--- src/rtl/bsk_pkg.sv ---
// Shared types and constants for the B-spline box kernel evaluator.
`default_nettype none

package bsk_pkg;

    localparam int NUM_STAGES  = 8;
    localparam int LANE_STAGES = 5;
    localparam int NUM_AXES    = 3;
    localparam int COORD_W     = 32;
    localparam int VAL_W       = 31;
    localparam int MAG_W       = 33;
    localparam int CFG_ADDR_W  = 3;

    localparam logic [VAL_W-1:0] Q30_ONE = 31'h4000_0000;

    typedef enum logic [CFG_ADDR_W-1:0] {
        REG_CENTER_X    = 3'd0,
        REG_CENTER_Y    = 3'd1,
        REG_CENTER_Z    = 3'd2,
        REG_INV_RADIUS  = 3'd3,
        REG_ACTIVE_DIMS = 3'd4
    } cfg_reg_t;

    typedef struct packed {
        logic [VAL_W-1:0] value;
        logic [MAG_W-1:0] mag;
        logic             neg;
    } axis_res_t;

endpackage

`default_nettype wire

--- src/rtl/bsk_axis_lane.sv ---
// Per-axis pipeline: distance, scaling, spline piece selection, value and slope.
`default_nettype none

module bsk_axis_lane import bsk_pkg::*; #(
    parameter int FRAC_BITS = 16
) (
    input  wire logic                    aclk,
    input  wire logic [LANE_STAGES-1:0]  stage_en,
    input  wire logic [COORD_W-1:0]      point,
    input  wire logic [COORD_W-1:0]      center,
    input  wire logic [COORD_W-1:0]      inv_radius,
    input  wire logic                    active,
    output axis_res_t                    res
);

    localparam int F   = FRAC_BITS;
    localparam int ZW  = 64 - F;
    localparam int SHL = (2 * F < 30) ? 30 - 2 * F : 0;
    localparam int SHR = (2 * F >= 30) ? 2 * F - 30 : 0;
    localparam int VW  = 2 * F + 1 + SHL;

    localparam logic [ZW-1:0]  Z_ONE  = {{(ZW-F-1){1'b0}}, 1'b1, {F{1'b0}}};
    localparam logic [F:0]     ONE    = {1'b1, {F{1'b0}}};
    localparam logic [F:0]     HALF   = {2'b01, {(F-1){1'b0}}};
    localparam logic [2*F:0]   ONE_SQ = {1'b1, {(2*F){1'b0}}};

    // Stage 1: absolute distance from the center.
    logic [32:0] diff_pos, diff_neg, ad_next, ad_reg;
    logic        s1_neg_reg;

    assign diff_pos = {point[31], point} - {center[31], center};
    assign diff_neg = {center[31], center} - {point[31], point};
    assign ad_next  = diff_pos[32] ? diff_neg : diff_pos;

    always_ff @(posedge aclk) begin
        if (stage_en[0]) begin
            ad_reg     <= ad_next;
            s1_neg_reg <= !diff_pos[32] && (diff_pos != '0);
        end
    end

    // Stage 2: scale by the reciprocal radius.
    logic [64:0] prod_full;
    logic [63:0] prod_reg;
    logic        s2_neg_reg;

    assign prod_full = ad_reg * inv_radius;

    always_ff @(posedge aclk) begin
        if (stage_en[1]) begin
            prod_reg   <= prod_full[63:0];
            s2_neg_reg <= s1_neg_reg;
        end
    end

    // Stage 3: pick the spline piece and its local coordinate.
    logic [F:0]   z_low, w_full;
    logic         piece1_next;
    logic [F-1:0] u_next, u_reg;
    logic         s3_piece1_reg, s3_far_reg, s3_neg_reg;

    assign z_low       = prod_reg[2*F:F];
    assign w_full      = ONE - z_low;
    assign piece1_next = z_low <= HALF;
    assign u_next      = piece1_next ? z_low[F-1:0] : w_full[F-1:0];

    always_ff @(posedge aclk) begin
        if (stage_en[2]) begin
            u_reg         <= u_next;
            s3_piece1_reg <= piece1_next;
            s3_far_reg    <= prod_reg[63:F] > Z_ONE;
            s3_neg_reg    <= s2_neg_reg;
        end
    end

    // Stage 4: square and slope products.
    logic [2*F-1:0]  sq_next, sq_reg;
    logic [F+31:0]   ui_next, ui_reg;
    logic            s4_piece1_reg, s4_far_reg, s4_neg_reg;

    assign sq_next = u_reg * u_reg;
    assign ui_next = u_reg * inv_radius;

    always_ff @(posedge aclk) begin
        if (stage_en[3]) begin
            sq_reg        <= sq_next;
            ui_reg        <= ui_next;
            s4_piece1_reg <= s3_piece1_reg;
            s4_far_reg    <= s3_far_reg;
            s4_neg_reg    <= s3_neg_reg;
        end
    end

    // Stage 5: axis value in Q1.30 and slope magnitude.
    logic [2*F:0]     twice_sq, v2f;
    logic [VW-1:0]    v_wide;
    logic [VAL_W-1:0] v_q30;
    logic [MAG_W-1:0] mag_val;
    axis_res_t        res_next, res_reg;

    assign twice_sq = {sq_reg, 1'b0};
    assign v2f      = s4_piece1_reg ? ONE_SQ - twice_sq : twice_sq;
    assign v_wide   = VW'(v2f) << SHL;
    assign v_q30    = VAL_W'(v_wide >> SHR);
    assign mag_val  = MAG_W'(ui_reg >> (F - 2));

    always_comb begin
        if (!active) begin
            res_next.value = Q30_ONE;
            res_next.mag   = '0;
        end else if (s4_far_reg) begin
            res_next.value = '0;
            res_next.mag   = '0;
        end else begin
            res_next.value = v_q30;
            res_next.mag   = mag_val;
        end
        res_next.neg = active && s4_neg_reg;
    end

    always_ff @(posedge aclk) begin
        if (stage_en[4]) begin
            res_reg <= res_next;
        end
    end

    assign res = res_reg;

endmodule

`default_nettype wire

--- config.mk ---
export PLATFORM = sky130hd
export DESIGN_NAME = bsk_axis_lane
export DESIGN_NICKNAME = d
export VERILOG_FILES = /design/src/rtl/bsk_pkg.sv /design/src/rtl/bsk_axis_lane.sv
export SDC_FILE = /design/constraint.sdc
export NUM_CORES = 2
export LEC_CHECK = 0
export BUFFER_PORTS_ARGS = -buffer_cell sky130_fd_sc_hd__clkbuf_2
export CORE_MARGIN = 8
export CORE_UTILIZATION = 40
export CTS_CLUSTER_DIAMETER = 80
export DETAILED_ROUTE_END_ITERATION = 10
export PLACE_DENSITY = 0.52
export SLEW_MARGIN = 20
export SYNTH_ARGS = -nofsm -noshare
export SYNTH_HDL_FRONTEND = slang
export SYNTH_SLANG_ARGS = --single-unit
--- constraint.sdc ---
create_clock -name aclk -period 22.8 [get_ports aclk]
set_input_delay 0 -clock aclk [delete_from_list [all_inputs] [get_ports aclk]]
set_output_delay 0 -clock aclk [all_outputs]
set_load 0.02 [all_outputs]
# Word level (Yosys, flattened, before mapping)
# Cells that the tools add are included.
[classes]
magnitude_cmp = 2
bitwise = 1
multipliers = 3
reduce_logical = 5
muxes = 4
addsub = 4
[ops]
columns = ["cell", "n"]
rows = [
  ["32-bit by 32-bit subtractor with 33-bit output", 2],
  ["33-bit by 32-bit multiplier with 64-bit output", 1],
  ["64-bit two-way mux", 1],
  ["48-bit by 17-bit > comparator with 1-bit output, second input constant", 1],
  ["16-bit by 32-bit multiplier with 47-bit output", 1],
  ["33-bit two-way mux", 1],
  ["33-bit nonzero test", 1],
  ["33-bit subtractor, first input constant", 1],
  ["16-bit by 16-bit multiplier with 32-bit output", 1],
  ["32-bit two-way mux", 1],
  ["17-bit by 16-bit less-or-equal comparator with 1-bit output, second input constant", 1],
  ["16-bit two-way mux", 1],
  ["1-bit by 16-bit subtractor with 16-bit output, first input constant", 1],
  ["1-bit logical AND", 2],
  ["2-bit OR reduction", 1],
  ["1-bit logical NOT", 1],
  ["1-bit NOT", 1],
]
[totals]
output_inout_bits = 65
regBits = 265
inputBits = 103

# Longest topological paths before layout
[depth]
depth_word = 3
depth_mapped = 28
depth_no_buf = 26

# Worst setup path before layout
# OpenSTA, ideal clock, no wires.
[synth_timing]
path_type = "register to register"
start = "reg ad_reg[28]"
end = "reg prod_reg[55] (data pin)"
path_slack_ns = 15.174
t_arrival_ns = 7.358
period_less_slack_ns = 7.626
path_stages_with_launch = 26
setup_ns = 0.269
n_path_buf = 1
cell_sequence = "edfxtp_1 clkbuf_1 nand2_1 fa_1 inv_1 fa_1 fa_1 inv_1 fa_1 inv_1 fa_1 fa_1 fa_1 inv_1 fa_1 inv_1 ha_1 nand3_1 or2_2 or3_1 or4_1 a31oi_1 o21ai_0 and2_1 o31ai_1 xor2_1"
[synth_via]
elab_chain_cells = 1
[synth_rtl]
columns = ["element", "line_no", "rtl"]
rows = [
  ["from (decl)", "bsk_axis_lane.sv:28", "logic [32:0] diff_pos, diff_neg, ad_next, ad_reg;"],
  ["from (signal assigned)", "bsk_axis_lane.sv:37", "ad_reg <= ad_next;"],
  ["33-bit by 32-bit multiplier with 64-bit output", "bsk_axis_lane.sv:47", "assign prod_full = ad_reg * inv_radius;"],
  ["named net prod_full[55]", "bsk_axis_lane.sv:43", "logic [64:0] prod_full;"],
  ["to (signal assigned)", "bsk_axis_lane.sv:51", "prod_reg <= prod_full[63:0];"],
  ["to (decl)", "bsk_axis_lane.sv:44", "logic [63:0] prod_reg;"],
]
# The timed path passes the listed nets, and every way through them passes these cells.
# A chain may end at the register's enable or synchronous reset.

# Worst setup path in the final report
[layout_timing]
start = "reg ad_reg[7]"
end = "reg prod_reg[55] (data pin)"
# The elaborated chain is that of the path after synthesis.

==> summary by stage <==
Worst setup path
The data arrival time of the worst path is 9.21 ns. The worst reg2reg path endpoint is prod_reg[55]$_DFFE_PP_. Data on the critical path is required at its endpoint by approximately 23 ns. STA classifies the critical path endpoint as a register. The setup path with the least slack is of type reg2reg.

The worst setup path is launched from a register. The biggest fanout along the worst timing path is 23. Counting cells, the worst reg-to-reg path comes to 23. The flop-to-flop setup slack is 13.90 ns. The worst register-to-register path begins at ad_reg[7]$_DFFE_PP_.

Drt
The wire length per cell is 20.04 um. In the routed design, unresolved DRC markers number 0. For this block, the routed nets add up to 190.7 mm of wire.

Using the TritonRoute via totals, the vias-per-cell ratio works out to between 5 and 6. The remaining number of nets flagged by the antenna check after routing is 0. Before antenna repair, the detailed router went through 5 iterations. The total vias in the final route is 48387. The first routing iteration left around 2700 violations.

Floorplan
Measured along the y axis, the die boundary spans 428.5 um. The die covers approximately 180000 um2. The total core area is approximately 170000 um2.

For this configuration, the core starts out at a cell density of 0.4021. The total number of placement rows is around 150. The top-level I/O count is 168.

The floorplan step set the die width to 428.5 um.

Logic synthesis
Sorting the synthesized cells by area gives the leading types as sky130_fd_sc_hd__fa_1 44%, sky130_fd_sc_hd__edfxtp_1 10%, sky130_fd_sc_hd__ha_1 9.8%. The cell count after synthesis came out at 7358. The flip-flop and latch count after synthesis is about 230. Synthesis produced a netlist with a net count of 9501. In the synthesized netlist the async set-or-reset flop fraction comes to 0.

The share of synthesized area in the top cell type comes to 0.4429. The post-synthesis sequential area ratio is 0.1032. Yosys mapped a number of flops with a built-in enable equal to 234. The Yosys step of the flow raised 0 warnings. The prevailing post-synth register cell is sky130_fd_sc_hd__edfxtp_1. sky130_fd_sc_hd__fa_1 takes more of the synthesized area than any other cell. The number of different library cells used by synthesis comes to 81. The post-synthesis area per instance is 9.252 um2. The summed instance area of the synthesized netlist is 68070 um2.

Clock tree
Clock-pin slew was measured on the worst setup and hold paths at approximately 0.050 ns. The H-tree was split into 2 levels. TritonCTS created 35 clock buffers. The CTS tree is built.

The clock net in this run drives a total of roughly 230 sinks. In this run the clock root is driven by a sky130_fd_sc_hd__clkbuf_16. The number of buffers on the longest clock path is 3. Clock latency on the worst-skew pair, taken at its later pin, is ~0.60 ns.

Once the clock tree was built, the setup fixing pass inserted 0 buffers.

Worst hold path
The worst min-delay path endpoint is ad_reg[2]$_DFFE_PP_. The startpoint identified for the worst hold timing path is center[2]. The min-delay analysis places its worst path in the category in2reg. The worst hold path was traced through 3 stages.

Placement
The routability congestion estimate from global placement is 0.8602. The post-place setup slack is roughly 14 ns. The number of placed instances with taps included is 9441. The count of buffers from port buffering is roughly 170.

The HPWL after detailed placement is 140.9 mm.

Global routing
The number of global-route vias before repair was roughly 53000. Entering global routing, the biggest net connects 66 pins. For this run the aggregate overflow at the end of global routing stands at 0. The global-route wire length before repair is 306.8 mm. The number of antenna violations at the first check in global routing is 5.

The combined global-route utilization of all metal layers is 0.2105.

Final layout
The net total in the final layout is 9413. The ratio of cells with drive above 1 in the final layout is 0.04756. For this run, the number of standard cells in the final layout without fillers is 9518. The flip-flop count of the largest register, all copies and words added is between 60 and 70. The area overhead of the layout relative to synthesis is 5.968%.

Timing
Derived from the worst setup path, the maximum achievable clock frequency is between 100 and 150 MHz. The max-slew violation count is 0. At the pin with the least slew margin, the transition time is 1.144 ns. The count of final hold-check violations was 0. Setup violations remaining at the end of the flow were counted as 0. The worst path setup slack after routing is 13.90 ns. The worst path in the final design needs a cycle of 8.896 ns, including I/O delays and setup. Dividing the final minimum period by the clock period gives 0.3902. The summed negative setup slack over all endpoints is 0 ns. Between clock sinks in the finished design, the worst skew comes to 0.03893 ns. Setup repair after global routing left no endpoint under its margin. The worst slew margin relative to its limit is 0.2319.

Job
Across the run, the number of max-cap violations was 0.

Run status
The run finished with clean final reports.
cells by family (layout without fill, tap and decap cells):
kind of cell / Yosys count / count (layout) / synth area share
buffers and inverters: 2047 / 1985 / 0.1134
AOI/OAI and AO/OA: 554 / 554 / 0.05266
xor gates and xnor gates: 207 / 207 / 0.02663
DFF: 234 / 234 / 0.1032
other: 0 / 4 / 0
adders and majority gates: 2040 / 2040 / 0.5410
and+or+nand+nor: 2241 / 2241 / 0.1578
muxes: 35 / 35 / 0.005202
worst max path at each step:
stage / slack, ns / depth (start not counted) / start / end
2_1_floorplan: 15.17 / 25 / ad_reg[28]$_DFFE_PP_ / prod_reg[55]$_DFFE_PP_
3_3_place_gp: 13.89 / 25 / inv_radius[16] / prod_reg[55]$_DFFE_PP_
3_5_place_dp: 13.82 / 25 / inv_radius[16] / prod_reg[55]$_DFFE_PP_
4_1_cts: 13.78 / 23 / ad_reg[7]$_DFFE_PP_ / prod_reg[55]$_DFFE_PP_
5_1_grt: 13.46 / 24 / ad_reg[7]$_DFFE_PP_ / prod_reg[61]$_DFFE_PP_
6_report: 13.90 / 23 / ad_reg[7]$_DFFE_PP_ / prod_reg[55]$_DFFE_PP_
worst max-delay path, stage by stage, from the launching register on:
cell and delay (ns):
sky130_fd_sc_hd__edfxtp_1 0.64, sky130_fd_sc_hd__buf_4 0.40, sky130_fd_sc_hd__nand2_1 0.13, sky130_fd_sc_hd__fa_1 0.56, sky130_fd_sc_hd__inv_1 0.05, sky130_fd_sc_hd__fa_1 0.55, sky130_fd_sc_hd__fa_1 0.44, sky130_fd_sc_hd__fa_1 0.54
sky130_fd_sc_hd__fa_1 0.44, sky130_fd_sc_hd__fa_1 0.40, sky130_fd_sc_hd__fa_1 0.57, sky130_fd_sc_hd__inv_1 0.07, sky130_fd_sc_hd__fa_1 0.48, sky130_fd_sc_hd__inv_1 0.05, sky130_fd_sc_hd__ha_1 0.44, sky130_fd_sc_hd__nand2_1 0.11
sky130_fd_sc_hd__or2_2 0.31, sky130_fd_sc_hd__or3_1 0.45, sky130_fd_sc_hd__or4_1 0.54, sky130_fd_sc_hd__a31oi_1 0.48, sky130_fd_sc_hd__o21ai_0 0.31, sky130_fd_sc_hd__and2_1 0.27, sky130_fd_sc_hd__o31ai_1 0.27, sky130_fd_sc_hd__xor2_1 0.10
per-layer routing:
metal / wire length, um / track usage
met5: 0 / 0
met4: 4941 / 0.05185
met3: 10350 / 0.02747
met2: 91010 / 0.3566
met1: 84410 / 0.2874
synth_stat cells, types with 31 or more instances:
cell type,number
sky130_fd_sc_hd__fa_1,1506
sky130_fd_sc_hd__xor2_1,88
sky130_fd_sc_hd__nor3_1,32
sky130_fd_sc_hd__a21oi_1,175
sky130_fd_sc_hd__xnor2_1,119
sky130_fd_sc_hd__clkbuf_1,372
sky130_fd_sc_hd__ha_1,534
sky130_fd_sc_hd__a21o_1,76
sky130_fd_sc_hd__nor2_1,179
sky130_fd_sc_hd__nand2_1,1123
sky130_fd_sc_hd__a31oi_1,31
sky130_fd_sc_hd__nand3_1,31
sky130_fd_sc_hd__nand4_1,33
sky130_fd_sc_hd__edfxtp_1,234
sky130_fd_sc_hd__mux2i_1,32
sky130_fd_sc_hd__and2_1,708
sky130_fd_sc_hd__o21ai_0,104
sky130_fd_sc_hd__inv_1,1655
placed cells by master (no fill, tap or decap), types with 7 or more instances in the layout:
| cell | count |
|---|---|
| sky130_fd_sc_hd__inv_1 | 1655 |
| sky130_fd_sc_hd__fa_1 | 1506 |
| sky130_fd_sc_hd__nand2_1 | 1123 |
| sky130_fd_sc_hd__and2_1 | 708 |
| sky130_fd_sc_hd__ha_1 | 534 |
| sky130_fd_sc_hd__edfxtp_1 | 234 |
| sky130_fd_sc_hd__nor2_1 | 179 |
| sky130_fd_sc_hd__a21oi_1 | 175 |
| sky130_fd_sc_hd__clkbuf_2 | 162 |
| sky130_fd_sc_hd__xnor2_1 | 119 |
| sky130_fd_sc_hd__o21ai_0 | 103 |
| sky130_fd_sc_hd__buf_4 | 89 |
| sky130_fd_sc_hd__xor2_1 | 88 |
| sky130_fd_sc_hd__a21o_1 | 76 |
| sky130_fd_sc_hd__clkbuf_16 | 35 |
| sky130_fd_sc_hd__nand4_1 | 33 |
| sky130_fd_sc_hd__nor3_1 | 32 |
| sky130_fd_sc_hd__mux2i_1 | 32 |
| sky130_fd_sc_hd__nand3_1 | 31 |
| sky130_fd_sc_hd__a31oi_1 | 31 |
| sky130_fd_sc_hd__o21bai_1 | 26 |
| sky130_fd_sc_hd__nor2b_1 | 24 |
| sky130_fd_sc_hd__o21a_1 | 20 |
| sky130_fd_sc_hd__o31ai_1 | 19 |
| sky130_fd_sc_hd__and3_1 | 18 |
| sky130_fd_sc_hd__or3_1 | 16 |
| sky130_fd_sc_hd__nand2b_1 | 16 |
| sky130_fd_sc_hd__nor4_1 | 16 |
| sky130_fd_sc_hd__or2_2 | 15 |
| sky130_fd_sc_hd__dlygate4sd3_1 | 10 |
| sky130_fd_sc_hd__o41ai_1 | 9 |
| sky130_fd_sc_hd__a211o_1 | 8 |
| sky130_fd_sc_hd__and4_1 | 8 |
| sky130_fd_sc_hd__clkinv_2 | 8 |
| sky130_fd_sc_hd__a211oi_1 | 7 |
| sky130_fd_sc_hd__a221oi_1 | 7 |
| sky130_fd_sc_hd__or4_1 | 7 |
final cells by class:
cell class,count,area (um2)
antenna,4,10.01
clock buffer,37,883.3
clock inverter,26,292.8
fill,16702,97150
inverter,1657,6220
multi-input combinational,5077,53330
sequential,234,7027
tap,2218,2775
timing repair buffer,265,1599
repair_timing:
| item | CTS | global route |
|---|---|---|
| resized for setup | 0 | 0 |
| hold buffers | 10 | 0 |
| hold endpoints to repair | 33 | 0 |
metrics by stage:
step,hold WS [ns],utilization,instance area (um2)
5_1_grt,0.08979,0.4261,72130
3_3_place_gp,0.2949,0.4185,70850
3_5_place_dp,0.2957,0.4185,70850
2_1_floorplan,0.1125,-,68070
6_report,0.05628,0.4261,72140
4_1_cts,0.03237,0.4261,72120
Power is not shown: default switching activity piles up to over one toggle a cycle in this logic, so the estimate is an artifact.
